<file path="config.mk">
export PLATFORM = sky130hd
export DESIGN_NAME = pct_ctrl
export DESIGN_NICKNAME = d
export VERILOG_FILES = /design/src/sv/pct_pkg.sv /design/src/sv/pct_ctrl.sv
export SDC_FILE = /design/constraint.sdc
export NUM_CORES = 1
export LEC_CHECK = 0
export ABC_CLOCK_PERIOD_IN_PS = 3420
export BUFFER_PORTS_ARGS = -buffer_cell sky130_fd_sc_hd__buf_2
export CAP_MARGIN = 20
export CORE_AREA = 10 10 47 49
export DETAILED_ROUTE_END_ITERATION = 12
export DIE_AREA = 0 0 57 59
export GPL_TIMING_DRIVEN = 0
export PLACE_DENSITY = 0.39
export SYNTH_ARGS = -nofsm -noshare
export SYNTH_HDL_FRONTEND = slang
export SYNTH_SLANG_ARGS = --single-unit
</file>
<file path="constraint.sdc">
create_clock -name clk -period 3.42 [get_ports clk]
set_input_delay 0.684 -clock clk [delete_from_list [all_inputs] [get_ports clk]]
set_output_delay 0.684 -clock clk [all_outputs]
set_load 0.02 [all_outputs]
</file>
<file path="src/sv/pct_pkg.sv">
`timescale 1ns / 1ps
// Shared types, constants and helpers for the particle class table.
package pct_pkg;

  localparam int CLASS_MAX = 256;
  localparam int IDX_W     = (CLASS_MAX > 1) ? $clog2(CLASS_MAX) : 1;
  localparam int CNT_W     = $clog2(CLASS_MAX + 1);

  localparam int ORDER_W   = 40;
  localparam int VAL_W     = 32;
  localparam int CLS_OUT_W = 8;
  localparam int IN_W      = ORDER_W + 2 * VAL_W;          // 104, whole bytes
  localparam int OUT_W     = CLS_OUT_W + 2 * VAL_W;        // 72, whole bytes
  localparam int USER_W    = 4;
  localparam int CFG_AW    = 4;
  localparam int CFG_DW    = 64;

  typedef enum logic [2:0] {
    ERR_NONE   = 3'd0,
    ERR_WINDOW = 3'd1,
    ERR_SIGN   = 3'd2,
    ERR_FULL   = 3'd3,
    ERR_UNEXP  = 3'd4
  } err_t;

  typedef enum logic {
    REG_FIRST = 1'b0,
    REG_COUNT = 1'b1
  } reg_idx_t;

  typedef enum logic [1:0] {
    S_IDLE,
    S_CHECK,
    S_SEARCH,
    S_COMMIT
  } state_t;

  typedef struct packed {
    logic load_in;
    logic check;
    logic srch_step;
    logic commit;
  } ctrl_cmd_t;

  typedef struct packed {
    logic err_any;
    logic hit;
    logic miss_end;
    logic out_free;
  } dp_stat_t;

  typedef struct packed {
    logic [ORDER_W-1:0] first_order;
    logic [VAL_W-1:0]   order_count;
    logic               load_count;
  } cfg_t;

  typedef struct packed {
    logic [ORDER_W-1:0] high;
    logic [ORDER_W-1:0] low;
    logic [VAL_W-1:0]   softening;
    logic [VAL_W-1:0]   mass;
  } entry_t;

  // strictly positive: sign clear, non-zero, not NaN (inf and denormals pass)
  function automatic logic is_positive(input logic [VAL_W-1:0] bits);
    logic nan;
    nan = (bits[30:23] == 8'hFF) && (bits[22:0] != 23'd0);
    return !bits[31] && (bits != '0) && !nan;
  endfunction

endpackage

</file>
<file path="src/sv/pct_ctrl.sv">
`timescale 1ns / 1ps
// Sequencer for accept, check, table search and commit.
module pct_ctrl (
  input  logic                clk,
  input  logic                rst_n,
  input  logic                in_tvalid,
  output logic                in_tready,
  input  pct_pkg::dp_stat_t   stat,
  output pct_pkg::ctrl_cmd_t  cmd
);
  import pct_pkg::*;

  state_t state_r, state_nxt;

  always_ff @(posedge clk) begin
    if (!rst_n) begin
      state_r <= S_IDLE;
    end else begin
      state_r <= state_nxt;
    end
  end

  always_comb begin
    state_nxt = state_r;
    case (state_r)
      S_IDLE: begin
        if (in_tvalid) state_nxt = S_CHECK;
      end
      S_CHECK: begin
        state_nxt = stat.err_any ? S_COMMIT : S_SEARCH;
      end
      S_SEARCH: begin
        if (stat.hit || stat.miss_end) state_nxt = S_COMMIT;
      end
      S_COMMIT: begin
        if (stat.out_free) state_nxt = S_IDLE;
      end
      default: state_nxt = S_IDLE;
    endcase
  end

  always_comb begin
    in_tready     = 1'b0;
    cmd           = '0;
    case (state_r)
      S_IDLE: begin
        in_tready   = 1'b1;
        cmd.load_in = in_tvalid;
      end
      S_CHECK:  cmd.check     = 1'b1;
      S_SEARCH: cmd.srch_step = 1'b1;
      S_COMMIT: cmd.commit    = stat.out_free;
      default: begin
        in_tready = 1'b0;
      end
    endcase
  end

endmodule

</file>
# Word level (Yosys, flattened, before mapping)
# Cells that the tools add are included.
# word_totals
reg_bits,2
in_bits,7
output_inout_bits,5
elab_cells,20
# op_classes
n_eq_ne,6
mux,10
n_reduce_logical,3
# op_table
op,n
$pmux 2 s4,1
$mux 1,6
$mux 2,3
$ne 2x2->1 const B,3
$eq 2x2->1 const B,2
$reduce_and 3->1,1
$eq 2x1->1 const B,1
$logic_not 2->1,1
$logic_or 1x1->1,1

# Logic depth before layout (Yosys ltp)
# logic_depth
word_depth,3
ltp_mapped,5
mapped_depth_nobuf,5

# Worst setup path before layout
# Ideal clock, no wire load.
# synth_timing
path_type,flip-flop to output port
from,register state_r[0]
to,output cmd[3] (netlist bit)
arrival_ns,1.012
t_required_ns,2.736
slack_ns,1.724
path_stages_with_launch,4
path_buffers,0
path_cell_list,dfxtp_1 inv_1 ha_1 and2_1
# synth_rtl
element,line,rtl
"start, declared",pct_ctrl.sv:13,"state_t state_r, state_nxt;"
"start signal, assigned",pct_ctrl.sv:19,state_r <= state_nxt;
"end, declared",pct_ctrl.sv:9,output pct_pkg::ctrl_cmd_t cmd

==> impl_metrics.ini <==
[finish]
drive_gt1_frac = 0.359
nFillCells = 163
largest_register = state_r
biggestRegsByFlops = state_r (2)
diodes = 0
nets = 52
largest_reg_flops = 2
area_growth_pct = 47.9

[critical_path]
cp.required_ns = 2.74
crit_type = flop to output port
cp_max_fo = 5
start_kind = flop
cp_slowest_stage_delay_ns = 0.40
rrSetupSlack_ns = 2.00
rr_startpoint = state_r[0]$_SDFFE_PN0P_
crit_chain = inv_1, ha_1, and2_1, buf_2
cp.arrival_ns = 1.28
r2r_cells = 5
end_kind = output port
cp-startpoint = state_r[0]$_SDFFE_PN0P_
reg2reg_to = state_r[0]$_SDFFE_PN0P_
worst_path_max_delay_cell = dfxtp_1

[clock_network]
cts.htree.levels = 1
worstSkewPairLatency_ns = 0.22
cts_hold_buf = 0
cts_num_sinks = 2
cts_resized = 0
cts_tree = yes
cts_max_path_buffers = 2
cts_root_buf = clkbuf_4
cts_buffers = 3
clk_transition_reported_paths_ns = 0.03
cts_setup_buffers = 0

[worst_hold_path]
hp-start = state_r[1]$_SDFFE_PN0P_
hp-class = flop to flop
hold_depth = 2
whs_endpoint = state_r[1]$_SDFFE_PN0P_

[logic_synthesis]
synth_fp_nets = 36
syn_area_um2 = 204
synth-seq-cells = 2
seq_area_frac_synth = 0.196
synth_cells = 25
synthDistinctLibCells = 15
yosys_warnings = 0
syn_area_per_cell_um2 = 8.16

[pwr]
leakagePower_nw = 0.149
power.density_nw_per_um2 = 866
peakVddDrop_uv = 193

[global_route]
track_usage = 0.0401
grt_pass1_wl_mm = 1.04
grt_pass1_vias = 241
grt_max_degree = 6
grt_overflow_total = 0
antenna_found_initial = 0

[floorplanning]
ios = 12
die-area_um2 = 3360
die_w_um = 57
core_um2 = 1400
die_h_um = 59
initial_core_util = 0.146
row_count = 14

[placed_design]
io_buffers = 11
gp_congestion = 0.754
dp_hpwl_um = 495

[detailed_routing]
finalWirelength_um = 593
drt_first_pass_iters = 4
ant_nets = 0
drtIter0Drc = 3
wl_per_cell_um = 10.8
drcViolationCount = 0
dr_total_vias = 224
vias_per_cell = 4.07

[timing]
max_slew_margin = 0.824
tightest_slew_ns = 0.263
rsz0062_at_grt = no
drv_slew = 0
timing.hold.ws_ns = 0.548
finalHoldViolations = 0
tns_ns = 0
min_period_ns = 1.97
setup_violations = 0
fin_skew_ns = 0.00288
period_share = 0.575
fmax_mhz = 509

[outcome]
status = finished clean

[run]
maxCapViolations = 0
-- Yosys cell counts --
cell type / count / area [µm²]
nor3_1: 1 / 5.00
dfxtp_1: 2 / 40.0
ha_1: 4 / 50.1
a31oi_1: 1 / 6.26
and2_1: 2 / 12.5
a21oi_1: 2 / 10.0
nor2b_1: 2 / 12.5
inv_1: 3 / 11.3
nor3b_1: 1 / 7.51
or3b_1: 1 / 8.76
nand3_1: 1 / 5.00
o31ai_1: 1 / 7.51
nand4_1: 1 / 6.26
nand2b_1: 2 / 12.5
a311oi_1: 1 / 8.76
-- stage by stage --
step	setup WS, ns	util	total power [mW]	std cells	instance area (µm²)
floorplan	1.72	-	0.165	25	204
global placement	1.65	0.199	0.213	52	279
detailed placement	1.65	0.199	0.212	52	279
CTS	1.44	0.215	0.265	55	302
global route	1.36	0.215	0.289	55	302
finish	1.45	0.215	0.261	55	302
-- cell families (layout without fill, tap and decap cells) --
group | after synthesis | count (layout) | synth area share
AOI/OAI and AO/OA | 5 | 5 | 0.160
and+or+nand+nor | 11 | 11 | 0.344
buffers and inverters | 3 | 17 | 0.0552
DFF | 2 | 2 | 0.196
adders and majority gates | 4 | 4 | 0.245
-- power by group --
group | leakage (nW) | total, mW | internal [mW] | switching (mW)
Combinational | 0.119 | 0.158 | 0.0633 | 0.0942
Sequential | 0.0166 | 0.0518 | 0.0353 | 0.0165
Clock | 0.0138 | 0.0519 | 0.0387 | 0.0132
-- per-layer routing --
layer	up-vias	GRT usage	part of all wire
met5	-	0	0
met4	0	0.0403	0
met3	0	0.0193	0.0017
met2	2	0.0682	0.64
met1	103	0.0329	0.36
li1	119	-	-
-- worst max-delay path by stage --
| stage | cells after the start | end | slack [ns] |
|---|---|---|---|
| 5_1_grt | 4 | cmd[3] | 1.36 |
| 3_5_place_dp | 3 | cmd[3] | 1.65 |
| 3_3_place_gp | 3 | cmd[3] | 1.65 |
| 4_1_cts | 4 | cmd[3] | 1.44 |
| 2_1_floorplan | 3 | cmd[3] | 1.72 |
| 6_report | 4 | cmd[3] | 1.45 |
-- final cells by class --
type	instances	area, µm²	area share
tap	16	20.0	0.0664
multi-input combinational	20	153	0.506
clock buffer	3	22.5	0.0747
sequential	2	40.0	0.133
inverter	3	11.3	0.0373
timing repair buffer	11	55.1	0.183
-- cells in the final DEF, fill, tap and decap left out, drive strengths merged --
cell type / n
a21oi: 2
a311oi: 1
a31oi: 1
and2: 2
buf: 11
clkbuf: 3
dfxtp: 2
ha: 4
inv: 3
nand2b: 2
nand3: 1
nand4: 1
nor2b: 2
nor3: 1
nor3b: 1
o31ai: 1
or3b: 1
-- worst max-delay path, delay by kind of cell, from the launching register on --
kind,cells,cell delay [ns]
flip-flops,1,0.40
buffers and inverters,2,0.26
adder cells (fa/ha/maj),1,0.26
AND/OR/NAND/NOR,1,0.15
No activity file was read; power rests on OpenSTA's default activity.
